===== config.mk =====
export PLATFORM = sky130hd
export DESIGN_NAME = peak_volume_normalizer_unit
export DESIGN_NICKNAME = d
export VERILOG_FILES = /design/src/rtl/core/pvn_pkg.sv /design/src/rtl/core/peak_volume_normalizer_unit.sv
export SDC_FILE = /design/constraint.sdc
export NUM_CORES = 1
export LEC_CHECK = 0
export BUFFER_PORTS_ARGS = -buffer_cell sky130_fd_sc_hd__clkbuf_2
export CORE_ASPECT_RATIO = 1.4
export CORE_UTILIZATION = 55
export DETAILED_ROUTE_END_ITERATION = 12
export GPL_TIMING_DRIVEN = 0
export HOLD_SLACK_MARGIN = 0.03
export PLACE_DENSITY = 0.76
export SYNTH_ARGS = -nofsm -noshare
export SYNTH_HDL_FRONTEND = slang
export SYNTH_SLANG_ARGS = --single-unit

===== constraint.sdc =====
create_clock -name clk -period 4.7 [get_ports clk]
set_input_delay 0.47 -clock clk [delete_from_list [all_inputs] [get_ports clk]]
set_output_delay 0.47 -clock clk [all_outputs]
set_load 0.01 [all_outputs]

===== src/rtl/core/pvn_pkg.sv =====
`timescale 1ns / 1ps
// pvn_pkg: shared types, constants and the control store of the peak volume normalizer.
// No dependencies. Used by peak_volume_normalizer_unit.

package pvn_pkg;

  localparam int SampleW  = 8;
  localparam int GainW    = 16;
  localparam int PcW      = 3;
  localparam int CntW     = 4;

  localparam logic [SampleW-1:0] OffsetReset  = 8'h80;
  localparam logic [GainW-1:0]   GainDividend = 16'hFFFF;

  // step addresses
  localparam logic [PcW-1:0] ST_FETCH = 3'd0;
  localparam logic [PcW-1:0] ST_DIV   = 3'd1;
  localparam logic [PcW-1:0] ST_MUL   = 3'd2;
  localparam logic [PcW-1:0] ST_EMIT  = 3'd3;
  localparam logic [PcW-1:0] ST_MEAS  = 3'd4;

  // datapath actions
  localparam logic [2:0] ACT_NONE = 3'd0;
  localparam logic [2:0] ACT_LOAD = 3'd1;
  localparam logic [2:0] ACT_DIV  = 3'd2;
  localparam logic [2:0] ACT_MUL  = 3'd3;
  localparam logic [2:0] ACT_EMIT = 3'd4;
  localparam logic [2:0] ACT_PEAK = 3'd5;

  // jump conditions
  localparam logic [1:0] JC_GOTO  = 2'd0; // always to target
  localparam logic [1:0] JC_FETCH = 2'd1; // hold without beat, measure to target, else next
  localparam logic [1:0] JC_LOOP  = 2'd2; // to target until the step count ends, then next
  localparam logic [1:0] JC_HOLD  = 2'd3; // hold while the result register is full, else target

  typedef struct packed {
    logic           take;
    logic [2:0]     act;
    logic [1:0]     jc;
    logic [PcW-1:0] target;
  } ctrl_word_t;

  // control store
  function automatic ctrl_word_t ucode_rom(input logic [PcW-1:0] pc);
    ctrl_word_t w;
    w = '{take: 1'b0, act: ACT_NONE, jc: JC_GOTO, target: ST_FETCH};
    unique case (pc)
      ST_FETCH: w = '{take: 1'b1, act: ACT_LOAD, jc: JC_FETCH, target: ST_MEAS};
      ST_DIV:   w = '{take: 1'b0, act: ACT_DIV,  jc: JC_LOOP,  target: ST_DIV};
      ST_MUL:   w = '{take: 1'b0, act: ACT_MUL,  jc: JC_GOTO,  target: ST_EMIT};
      ST_EMIT:  w = '{take: 1'b0, act: ACT_EMIT, jc: JC_HOLD,  target: ST_FETCH};
      ST_MEAS:  w = '{take: 1'b0, act: ACT_PEAK, jc: JC_GOTO,  target: ST_FETCH};
      default:  w = '{take: 1'b0, act: ACT_NONE, jc: JC_GOTO,  target: ST_FETCH};
    endcase
    return w;
  endfunction

endpackage


===== src/rtl/core/peak_volume_normalizer_unit.sv =====
`timescale 1ns / 1ps
// peak_volume_normalizer_unit: two-pass peak normalizer for 8-bit audio, microcoded.
// Depends on pvn_pkg for constants, the control word type and the control store.

// Each sample first gets the offset register (reset 0x80) added mod 256. A measure beat
// (in_operation 0) raises the stored peak, or restarts it on in_first_of_pass, and yields no
// result; it takes a fetch step and a peak update step. A scale beat (in_operation 1) yields one result,
// ((sample * (0xFFFF / peak)) mod 65536 >> 8) - offset, mod 256, with out_zero_peak set and the
// gain forced to zero when the peak is zero. A scale beat takes a fetch, the bit-serial restoring
// divider that forms the gain, a multiply and a load of the result register. The result register
// decouples the output: the next beat is fetched while a result waits, but a second result waits
// until the first is taken. Write the offset only while no beat is in progress.

module peak_volume_normalizer_unit (
  input  logic                  clk,
  input  logic                  rst_n,
  input  logic                  cfg_valid,
  output logic                  cfg_ready,
  input  logic [7:0]            cfg_sample_offset,
  input  logic                  in_valid,
  output logic                  in_ready,
  input  logic                  in_operation,
  input  logic [7:0]            in_sample,
  input  logic                  in_first_of_pass,
  output logic                  out_valid,
  input  logic                  out_ready,
  output logic [7:0]            out_scaled_sample,
  output logic                  out_zero_peak
);
  import pvn_pkg::*;

  logic [PcW-1:0]     pc_r, pc_nxt;
  logic [CntW-1:0]    cnt_r;
  logic [SampleW-1:0] offset_r;
  logic [SampleW-1:0] peak_r;
  logic [SampleW-1:0] b_r;
  logic               first_r;
  logic [SampleW-1:0] rem_r;
  logic [GainW-1:0]   gain_r;
  logic [GainW-1:0]   prod_r;
  logic               out_valid_r;
  logic [SampleW-1:0] out_scaled_r;
  logic               out_zero_r;

  ctrl_word_t         cw;
  logic               in_beat;
  logic               out_busy;
  logic               peak_zero;
  logic [SampleW:0]   trial;
  logic               q_bit;
  logic [23:0]        prod_full;

  assign cw        = ucode_rom(pc_r);
  assign in_ready  = cw.take;
  assign in_beat   = in_valid && cw.take;
  assign out_busy  = out_valid_r && !out_ready;
  assign peak_zero = (peak_r == '0);
  assign cfg_ready = 1'b1;

  // divider trial subtract
  assign trial     = {rem_r, gain_r[GainW-1]};
  assign q_bit     = (trial >= {1'b0, peak_r});
  assign prod_full = b_r * gain_r;

  // sequencer
  always_comb begin
    pc_nxt = pc_r + 3'd1;
    unique case (cw.jc)
      JC_GOTO:  pc_nxt = cw.target;
      JC_FETCH: begin
        if (!in_beat) pc_nxt = pc_r;
        else if (!in_operation) pc_nxt = cw.target;
        else pc_nxt = pc_r + 3'd1;
      end
      JC_LOOP:  pc_nxt = (cnt_r == {CntW{1'b1}}) ? pc_r + 3'd1 : cw.target;
      JC_HOLD:  pc_nxt = out_busy ? pc_r : cw.target;
      default:  pc_nxt = ST_FETCH;
    endcase
  end

  always_ff @(posedge clk) begin
    if (!rst_n) begin
      pc_r <= ST_FETCH;
    end else begin
      pc_r <= pc_nxt;
    end
  end

  // configuration register
  always_ff @(posedge clk) begin
    if (!rst_n) begin
      offset_r <= OffsetReset;
    end else if (cfg_valid && cfg_ready) begin
      offset_r <= cfg_sample_offset;
    end
  end

  // peak register
  always_ff @(posedge clk) begin
    if (!rst_n) begin
      peak_r <= '0;
    end else if (cw.act == ACT_PEAK && (first_r || b_r > peak_r)) begin
      peak_r <= b_r;
    end
  end

  // gain register, divider state
  always_ff @(posedge clk) begin
    if (!rst_n) begin
      gain_r <= '0;
    end else if (cw.act == ACT_LOAD && in_beat) begin
      gain_r <= peak_zero ? '0 : GainDividend;
    end else if (cw.act == ACT_DIV && !peak_zero) begin
      gain_r <= {gain_r[GainW-2:0], q_bit};
    end
  end

  // beat capture, remainder, step count, product
  always_ff @(posedge clk) begin
    if (cw.act == ACT_LOAD && in_beat) begin
      b_r     <= in_sample + offset_r;
      first_r <= in_first_of_pass;
      rem_r   <= '0;
      cnt_r   <= '0;
    end else if (cw.act == ACT_DIV) begin
      cnt_r <= cnt_r + 4'd1;
      if (!peak_zero) begin
        rem_r <= q_bit ? trial[SampleW-1:0] - peak_r : trial[SampleW-1:0];
      end
    end
    if (cw.act == ACT_MUL) begin
      prod_r <= prod_full[GainW-1:0];
    end
  end

  // result register
  always_ff @(posedge clk) begin
    if (!rst_n) begin
      out_valid_r <= 1'b0;
    end else if (cw.act == ACT_EMIT && !out_busy) begin
      out_valid_r <= 1'b1;
    end else if (out_ready) begin
      out_valid_r <= 1'b0;
    end
  end

  always_ff @(posedge clk) begin
    if (cw.act == ACT_EMIT && !out_busy) begin
      out_scaled_r <= prod_r[GainW-1:SampleW] - offset_r;
      out_zero_r   <= peak_zero;
    end
  end

  assign out_valid         = out_valid_r;
  assign out_scaled_sample = out_scaled_r;
  assign out_zero_peak     = out_zero_r;

`ifndef SYNTHESIS
  a_meas_dispatch: assert property (@(posedge clk) disable iff (!rst_n)
    in_valid && in_ready && !in_operation |=> pc_r == ST_MEAS)
    else $error("measure beat not dispatched to peak update");

  a_rem_bound: assert property (@(posedge clk) disable iff (!rst_n)
    pc_r == ST_MUL && !peak_zero |-> rem_r < peak_r)
    else $error("divider remainder not below peak");

  a_zero_result: assert property (@(posedge clk) disable iff (!rst_n)
    out_valid_r && out_zero_r |-> out_scaled_r == 8'(8'd0 - offset_r))
    else $error("zero peak result is not minus offset");

  a_div_len: assert property (@(posedge clk) disable iff (!rst_n)
    pc_r == ST_MUL |-> $past(pc_r) == ST_DIV && $past(cnt_r) == {CntW{1'b1}})
    else $error("divider left before sixteen steps");
`endif

endmodule


==> results of run 1 <==
-- routing by layer --
metal  vias up  part of all wire, %  GRT usage [%]
met5         -                    0              0
met4         0                  3.9          12.46
met3        36                  2.6          4.483
met2       105                   55          48.69
met1      2546                   38          29.57
li1       2467                    -              -
-- power by group --
| group | switching (mW) | internal, mW | total (mW) |
|---|---|---|---|
| Sequential | 0.201 | 0.921 | 1.12 |
| Clock | 0.280 | 0.467 | 0.747 |
| Combinational | 1.73 | 1.41 | 3.15 |
-- sequential cells by signal, indices dropped and copies added, names as in the netlist --
name and cells:
rem_r 8, prod_r 8, gain_r 16, b_r 8
peak_r 8, first_r 1, out_scaled_sample 8, out_valid 1
out_zero_peak 1, pc_r 3, offset_r 8, cnt_r 4
-- cells in the mapped netlist (7+ instances only) --
library cell / n
nor2_1: 21
a21oi_1: 28
dfxtp_1: 48
a21o_1: 10
inv_1: 99
nor2b_1: 15
edfxtp_1: 26
nand3_1: 20
and2_1: 81
ha_1: 60
o21a_1: 7
nand2_1: 69
fa_1: 62
o21ai_0: 39
clkbuf_1: 22
mux2i_1: 12
xnor2_1: 30
xor2_1: 11
-- path summary, 6_finish.rpt --
check / endpoint / slack [ns] / cells after the start
worst max-delay path: prod_r[15] / 0.08 / 16
worst min-delay path: first_r / 0.30 / 1
worst max register to register: prod_r[15] / 0.08 / 16
worst min register to register: peak_r[5] / 0.48 / 2
-- repair_timing --
item,in CTS,in global routing
setup buffers,6,15
pin swaps,1,13
setup endpoints to repair,6,5
gates resized for setup,10,24
hold buffers,0,0
-- cells by family after synthesis --
group                    after synthesis  synth area share [%]
AO/OA/AOI/OAI                        114                 10.58
XOR/XNOR                              41                 5.362
adder cells (fa/ha/maj)              122                 29.75
buffers and inverters                130                 7.717
flip-flops                            74                 26.01
multiplexers                          15                 2.410
other                                  1               0.05600
AND/OR/NAND/NOR                      230                 18.12
-- layout make-up --
type	count	area share [%]
Multi-Input combinational cell	523	59.68
Inverter	99	4.874
Timing Repair Buffer	52	4.103
Clock buffer	10	3.003
Clock inverter	6	1.165
Buffer	25	1.904
Sequential cell	74	22.86
Tap cell	147	2.413
==> results.md, run 1 <==
- Critical Path Slowest Stage Cell: fa_1
- Worst Hold Launch: in_first_of_pass
- Nets: 929
- Post-synth top area share: 18.54%
- Crit end category: flop
- Most common cell after layout, fill and taps aside: inv_1
- Flops & latches, synth: 74
- Layout fillers: 961
- Cell family with most CP delay: adder cells
- Die width: 95.26 um
- Placed cell area: 0.007036 mm^2
- IO Pins: 35
- CTS tree: done
- Cell accounting for the most synthesized area: fa_1
- Detail-routed via count per cell: 5.506
- Max Fclk: 216.5 MHz
- Design area: 0.007624 mm^2
- DIE HEIGHT: 132.6 um
- Most frequent cells in the layout: inv_1, and2_1, nand2_1
- Setup TNS: 0 ns
- Initial Utilization: 56.65%
- CP max FO: 4
- Max transition margin: 18.47%
- Layout area overhead: 13.85%
- CP max stage delay: 0.55 ns
- Post-DP HPWL: 11.93 mm
- Area taken by multi-input logic gates: 0.004549 mm^2
- CTS H-Tree Depth: 3
- Syn Area/Cell: 9.211 um^2
- Input/output buffers: 31
- Rows: 47
- First-pass GRT wire length: 26.01 mm
- Status: completed
- Peak VDD IR: 0.0007178 V
- Avg WL per Cell: 16.53 um
- Synth area leaders: fa_1, dfxtp_1, edfxtp_1
- Post-route setup slack: 0.08175 ns
- Fin util: 64.50%
- # DRC: 0
- Mapped Cells: 727
- Max Cap Violations: 0
- Register Area: 0.001743 mm^2
- Die Area: 0.01263 mm^2
- Via count of the routed design: 5154
- DRT Pass-1 Iters: 4
- CP required: 4.79 ns
- Post-DRT Antenna Nets: 0
- Pwr Density: 657.7 mW/mm^2
- Worst clock skew: 0.008799 ns
- Worst r2r src: b_r[4]
- Min Tclk post-route: 4.618 ns
- Crit path cell chain: buf_4 -> buf_4 -> and2_1 -> fa_2 -> fa_1 -> ha_1 -> inv_1 -> fa_1 -> inv_2 -> ha_4 -> a2111oi_4 -> o21ai_2 -> a41oi_4 -> o21ai_2 -> o41ai_2 -> xnor2_1
- Net Count, Synth: 872
- Initial antenna violation count: 0
- CP Data Arrival Time: 4.71 ns
- Largest net degree at the start of global routing: 19
- Share of layout cells above drive strength 1: 13.69%
- Mapped cell area: 0.006696 mm^2
- # clock sinks: 74
- Critical Path Start Type: flop
- Design Power: 5.014 mW
- Static Leak: 3.407 nW
- Ys flop type: dfxtp_1
- Worst-margin pin slew: 1.214 ns
- Grt ovf: 0
- Total number of yosys warnings: 0
- Clock Tree Buf Depth: 2
- Worst hold path class: input port to flop
- Post-synth EDFFs: 26
- Routed WL: 15.47 mm
- Tcrit/Tclk final: 98.26%
- Post-Place Cells: 905
- Root buf cell: clkbuf_16
- Core Footprint: 0.01182 mm^2
- Initial DRC Count: 330
- Number of diodes: 0
- Sequential share of the synthesized area: 26.01%
- Async SR Flop Fraction: 0%
- Distinct cells, synth: 55
- Non-Filler Instances: 936
- Final Hold Viols: 0
- Worst slack, placed: -0.5257 ns
- Buf/Inv on CP: 4
- GP Congestion: 0.8981
- Crit path launch: b_r[4]
- All-Layer GR Usage: 26.83%
- Final setup viols: 0
- Clock-pin slew on the worst setup and hold paths: 0.06 ns
- Max Transition Viols Final: 0
- Vias in the first global route: 5601
- Critical path type: flop to flop
- Final hold slack: 0.2986 ns
- CTS buffer count: 9
- Clock latency on the worst-skew pair: 0.35 ns
No activity file was read; power rests on OpenSTA's default activity.
==> run 2: changes to the inputs <==
CORE_MARGIN = 3   (was unset)
CTS_BUF_LIST = sky130_fd_sc_hd__clkbuf_4 sky130_fd_sc_hd__clkbuf_8   (was unset)
RECOVER_POWER = 100   (was unset)
==> run 2 against run 1 <==
Compared with the run above: non-clock buffer count is 7 lower; sequential share of layout area is 0.61 points higher; worst hold slack worse by 0.020 ns; setup slack better by 0.088 ns; global-route usage is 2.9 points lower; power is 5.3% lower; first-iteration DRC count is 45% lower.
==> results.md, run 2 (synthesis results as in run 1) <==
- DRT Pass-1 Iters: 5
- Post-DP HPWL: 11.77 mm
- Max Cap Violations: 0
- Most frequent cells in the layout: inv_1, nand2_1, and2_1
- Root buf cell: clkbuf_8
- Clock-pin slew on the worst setup and hold paths: 0.08 ns
- IO Pins: 35
- Grt ovf: 0
- Rows: 47
- CP required: 4.82 ns
- Sw power: 2.138 mW
- Register Area: 0.001742 mm^2
- Worst r2r src: b_r[4]
- Part of the power in registers: 23.5%
- Core Footprint: 0.01188 mm^2
- Max Fclk: 220.7 MHz
- Max transition margin: 36.46%
- Top reg by flops: gain_r
- CTS Hold Bufs: 0
- Comb pwr share: 63.4%
- Reg2reg end: prod_r[12]
- Fin util: 62.46%
- Max Transition Viols Final: 0
- Post-DRT Antenna Nets: 0
- Critical Path Start Type: flop
- CTS tree: done
- WHS Path Cells: 1
- Largest net degree at the start of global routing: 19
- Worst Hold Launch: in_first_of_pass
- DIE HEIGHT: 136.6 um
- Clock latency on the worst-skew pair: 0.38 ns
- Reg2reg setup slack: 0.17 ns
- First-pass GRT wire length: 25.54 mm
- Most common cell after layout, fill and taps aside: inv_1
- Setup TNS: 0 ns
- Peak VDD IR: 0.0006560 V
- Pwr Density: 639.7 mW/mm^2
- Worst reg2reg path depth: 16
- Layout area overhead: 10.80%
- Detail-routed via count per cell: 5.455
- Via count of the routed design: 5068
- Cell-internal power: 2.608 mW
- Max reg flops: 16
- Worst-margin pin slew: 0.9496 ns
- Initial Utilization: 56.37%
- Post-route setup slack: 0.1696 ns
- Area taken by multi-input logic gates: 0.004507 mm^2
- Worst hold path class: input port to flop
- Static Leak: 3.274 nW
- Final Hold Viols: 0
- Routed WL: 15.04 mm
- Min-Delay Endpoint: first_r
- Worst clock skew: 0.01833 ns
- Number of diodes: 0
- GP Congestion: 0.8626
- CTS H-Tree Depth: 3
- # clock sinks: 74
- Switching part of the total: 45.05%
- Avg WL per Cell: 16.19 um
- Nets: 922
- Tcrit/Tclk final: 96.39%
- Initial DRC Count: 181
- Share of layout cells above drive strength 1: 9.719%
- Worst slack, placed: -0.6114 ns
- Final hold slack: 0.2782 ns
- Crit end category: flop
- CTS buffer count: 9
- Die width: 99.26 um
- Final setup viols: 0
- Design Power: 4.747 mW
- All-Layer GR Usage: 23.96%
- CP max FO: 10
- Status: completed
- Layout fillers: 996
- Unrepaired setup endpoints after global routing: no
- CP Data Arrival Time: 4.65 ns
- Initial antenna violation count: 0
- Power share of the clock group: 13.1%
- Input/output buffers: 31
- Die Area: 0.01355 mm^2
- Critical path type: flop to flop
- Vias in the first global route: 5288
- Clock Tree Buf Depth: 2
- # DRC: 0
- Min Tclk post-route: 4.530 ns
run 2: cell types whose count changed in the layout (fill, tap and decap cells not counted), moves of 3 or more:
cell,previous run,this run
and2_0,0,14
and2_1,81,67
buf_4,25,14
clkbuf_1,16,32
clkbuf_16,9,0
clkbuf_2,31,20
clkbuf_8,0,10
o21ai_0,38,41
o21ai_2,6,3
run 2: power by group through the flow:
stage	registers [mW]	clock network (mW)	logic, mW
after global placement	1.11	0	2.76
after floorplan	1.03	0	2.33
after global routing	1.14	0.654	3.43
after detailed placement	1.11	0	2.91
final	1.12	0.622	3.01
after CTS	1.10	0.629	2.97
run 2: critical path, stage by stage (launching register included):
cell and delay, ns:
edfxtp_1 0.47, clkbuf_8 0.21, and2_1 0.18, fa_2 0.40, fa_1 0.55, inv_1 0.06
fa_1 0.48, inv_1 0.05, fa_1 0.47, ha_1 0.25, a2111oi_4 0.28, o21ai_2 0.13
a41oi_4 0.29, nor2b_2 0.09, o21a_1 0.20, nor2_2 0.09, xnor2_1 0.08
run 2: what timing repair did:
item | in CTS | in global routing
resized for setup | 11 | 14
setup endpoints to repair | 6 | 5
setup buffers | 6 | 5
pin swaps | 1 | 1
gates cloned | 0 | 0
run 2: worst max-delay path by stage:
stage	start	to	slack [ns]	cells after the start
floorplan	b_r[4]	prod_r[14]	0.18	16
global placement	b_r[4]	prod_r[14]	-0.42	16
detailed placement	b_r[2]	prod_r[14]	-0.61	16
CTS	b_r[5]	prod_r[14]	0.002	15
global route	b_r[3]	prod_r[12]	0.03	16
finish	b_r[4]	prod_r[12]	0.17	16
run 2: final cells by class:
cell class              instances  area share (%)
well taps                     147           2.479
repair buffers                 43           3.069
flip-flops and latches         74           23.47
inverters                      99           5.008
plain buffers                  27           1.906
clock inverters                 6           1.551
clock buffers                  10           1.771
multi-input cells             523           60.74
run 2: per-stage QoR:
step           instances  area, um^2
6_report             929        7420
5_1_grt              929        7420
4_1_cts              925        7356
3_5_place_dp         905        7036
3_3_place_gp         905        7036
2_1_floorplan        727        6696
run 2: per-layer routing:
layer | share of wire [%] | GRT usage [%] | up-vias
met3 | 3.5 | 3.366 | 43
li1 | - | - | 2456
met5 | 0 | 0 | -
met2 | 54 | 44.10 | 115
met4 | 4.5 | 11.24 | 0
met1 | 38 | 27.08 | 2454
==> run 3: changes to the inputs <==
RECOVER_POWER = unset   (was 100)
==> run 3 against run 2 <==
Compared with the run above: setup slack got worse by 0.0016 ns; power rose by 0.66%; via count shrank 0.37%; first-iteration DRC count increased by 16%; non-clock buffer count stayed put; count of clock-buffer cells in the layout did not move; global-route usage is the same; worst hold slack got worse by 0.0032 ns; sequential share of layout area down 0.15 points; largest cell class unchanged; largest power group unchanged; highest routed layer unchanged.
==> results.md, run 3 (synthesis results as in run 1) <==
- Status: completed
- CTS buffer count: 9
- Input/output buffers: 31
- Share of layout cells above drive strength 1: 12.15%
- Sw power: 2.146 mW
- Unrepaired setup endpoints after global routing: no
- CP required: 4.82 ns
- Met3 WL: 467 um
- Final setup viols: 0
- Routed WL: 15.06 mm
- CTS H-Tree Depth: 3
- Part of the power in registers: 23.4%
- Via count of the routed design: 5049
- Most frequent CP cell: fa_1
- Uppermost layer routed: met4
- GP Congestion: 0.8626
- Post-DP HPWL: 11.77 mm
- Power share of the clock group: 13.0%
- Critical Path Start Type: flop
- Post-route setup slack: 0.1680 ns
- Initial antenna violation count: 0
- CTS tree: done
- Critical Path Slowest Stage Cell: fa_1
- # clock sinks: 74
- Final Hold Viols: 0
- Fin util: 62.86%
- Clock-pin slew on the worst setup and hold paths: 0.08 ns
- Cell family with most CP delay: adder cells
- Worst reg2reg path depth: 15
- Max transition margin: 38.08%
- Post-DRT Antenna Nets: 0
- Initial Utilization: 56.37%
- Levels on crit path: 15
- Clock Tree Buf Depth: 2
- CP max stage delay: 0.55 ns
- # DRC: 0
- Comb pwr share: 63.6%
- Crit path cell chain: clkbuf_8 -> and2_1 -> fa_2 -> fa_1 -> inv_1 -> fa_1 -> inv_1 -> fa_1 -> ha_1 -> a2111oi_4 -> o21ai_2 -> a41oi_4 -> o21ai_4 -> o41ai_2 -> xnor2_1
- Grt ovf: 0
- Initial DRC Count: 210
- CP Data Arrival Time: 4.66 ns
- Max Transition Viols Final: 0
- Most common cell after layout, fill and taps aside: inv_1
- Min Tclk post-route: 4.532 ns
- Worst clock skew: 0.01977 ns
- Worst slack, placed: -0.6114 ns
- Max Cap Violations: 0
- Static Leak: 3.342 nW
- Avg WL per Cell: 16.21 um
- Worst-margin pin slew: 0.9253 ns
- Nets: 922
- Most frequent cells in the layout: inv_1, and2_1, nand2_1
- DIE HEIGHT: 136.6 um
- Switching part of the total: 44.91%
- Largest net degree at the start of global routing: 19
- Pwr Density: 639.9 mW/mm^2
- IO Pins: 35
- Vias in the first global route: 5288
- Routed wl met2: 8.185 mm
- Buf/Inv on CP: 3
- Top reg by flops: gain_r
- Cell-internal power: 2.632 mW
- Layout area overhead: 11.51%
- Met1 Wirelength: 5.790 mm
- Clock latency on the worst-skew pair: 0.38 ns
- Core Footprint: 0.01188 mm^2
- Tcrit/Tclk final: 96.43%
- Number of diodes: 0
- CTS Hold Bufs: 0
- Max Fclk: 220.7 MHz
- Crit end category: flop
- CP max FO: 10
- Critical path type: flop to flop
- All-Layer GR Usage: 23.96%
- Die Area: 0.01355 mm^2
- Root buf cell: clkbuf_8
- Worst hold path class: input port to flop
- Peak VDD IR: 0.0006482 V
- DRT Pass-1 Iters: 5
- WHS Path Cells: 1
- Rows: 47
- Die width: 99.26 um
- Final hold slack: 0.2750 ns
- Max reg flops: 16
- Detail-routed via count per cell: 5.435
- First-pass GRT wire length: 25.54 mm
==> run 3: cell types whose count changed in the layout (fill, tap and decap cells not counted) <==
cell,delta
o21ai_1,+1
buf_4,+1
o21ai_0,-2
nor2_1,-2
clkbuf_2,+12
clkbuf_1,-16
and2_0,-14
nor2_4,+2
and2_1,+14
buf_6,+1
o21ai_2,+1
buf_2,+2
==> run 3: final timing paths <==
kind                                        from          to  slack (ns)
worst min register to register          rem_r[7]    rem_r[7]        0.48
worst max register to register            b_r[4]  prod_r[15]        0.17
worst min-delay path            in_first_of_pass     first_r        0.27
worst max-delay path                      b_r[4]  prod_r[15]        0.17
==> run 3: stage by stage <==
step / cells / area [um^2] / power, mW / setup TNS, ns
floorplan: 727 / 6696 / 3.355 / 0
global placement: 905 / 7036 / 3.866 / -1.511
CTS: 925 / 7356 / 4.699 / 0
global route: 929 / 7467 / 5.269 / 0
finish: 929 / 7467 / 4.778 / 0
detailed placement: 905 / 7036 / 4.020 / -2.485
==> run 3: worst register-to-register path, delay by kind of cell, from the launching register on <==
family	cells	cell delay, ns
adders and majority gates	5	2.15
AOI/OAI and AO/OA	5	1.05
DFF	1	0.48
buffers and inverters	3	0.32
and+or+nand+nor	1	0.18
xor gates and xnor gates	1	0.11
==> run 3: layout make-up <==
class / count / area [um^2]
Inverter: 99 / 371.6
Sequential cell: 74 / 1742
Fill cell: 980 / 4412
Buffer: 27 / 155.1
Tap cell: 147 / 183.9
Clock inverter: 6 / 115.1
Multi-Input combinational cell: 523 / 4526
Timing Repair Buffer: 43 / 242.7
Clock buffer: 10 / 131.4
==> run 3: power groups by stage <==
| stage | clock network, mW | logic (mW) | registers, mW |
|---|---|---|---|
| after detailed placement | 0 | 2.91 | 1.11 |
| after floorplan | 0 | 2.33 | 1.03 |
| after CTS | 0.629 | 2.97 | 1.10 |
| after global placement | 0 | 2.76 | 1.11 |
| final | 0.623 | 3.04 | 1.12 |
| after global routing | 0.654 | 3.47 | 1.14 |
==> run 3: timing repair <==
| item | 4_1_cts | 5_1_grt |
|---|---|---|
| pin swaps | 1 | 1 |
| resized for setup | 11 | 14 |
| buffers inserted | 6 | 5 |
| setup endpoints to repair | 6 | 5 |
==> run 3: routing by layer <==
layer  GRT usage, %  vias to the layer above
met1          27.08                     2448
li1               -                     2460
met5              0                        -
met4          11.24                        0
met3          3.366                       36
met2          44.10                      105
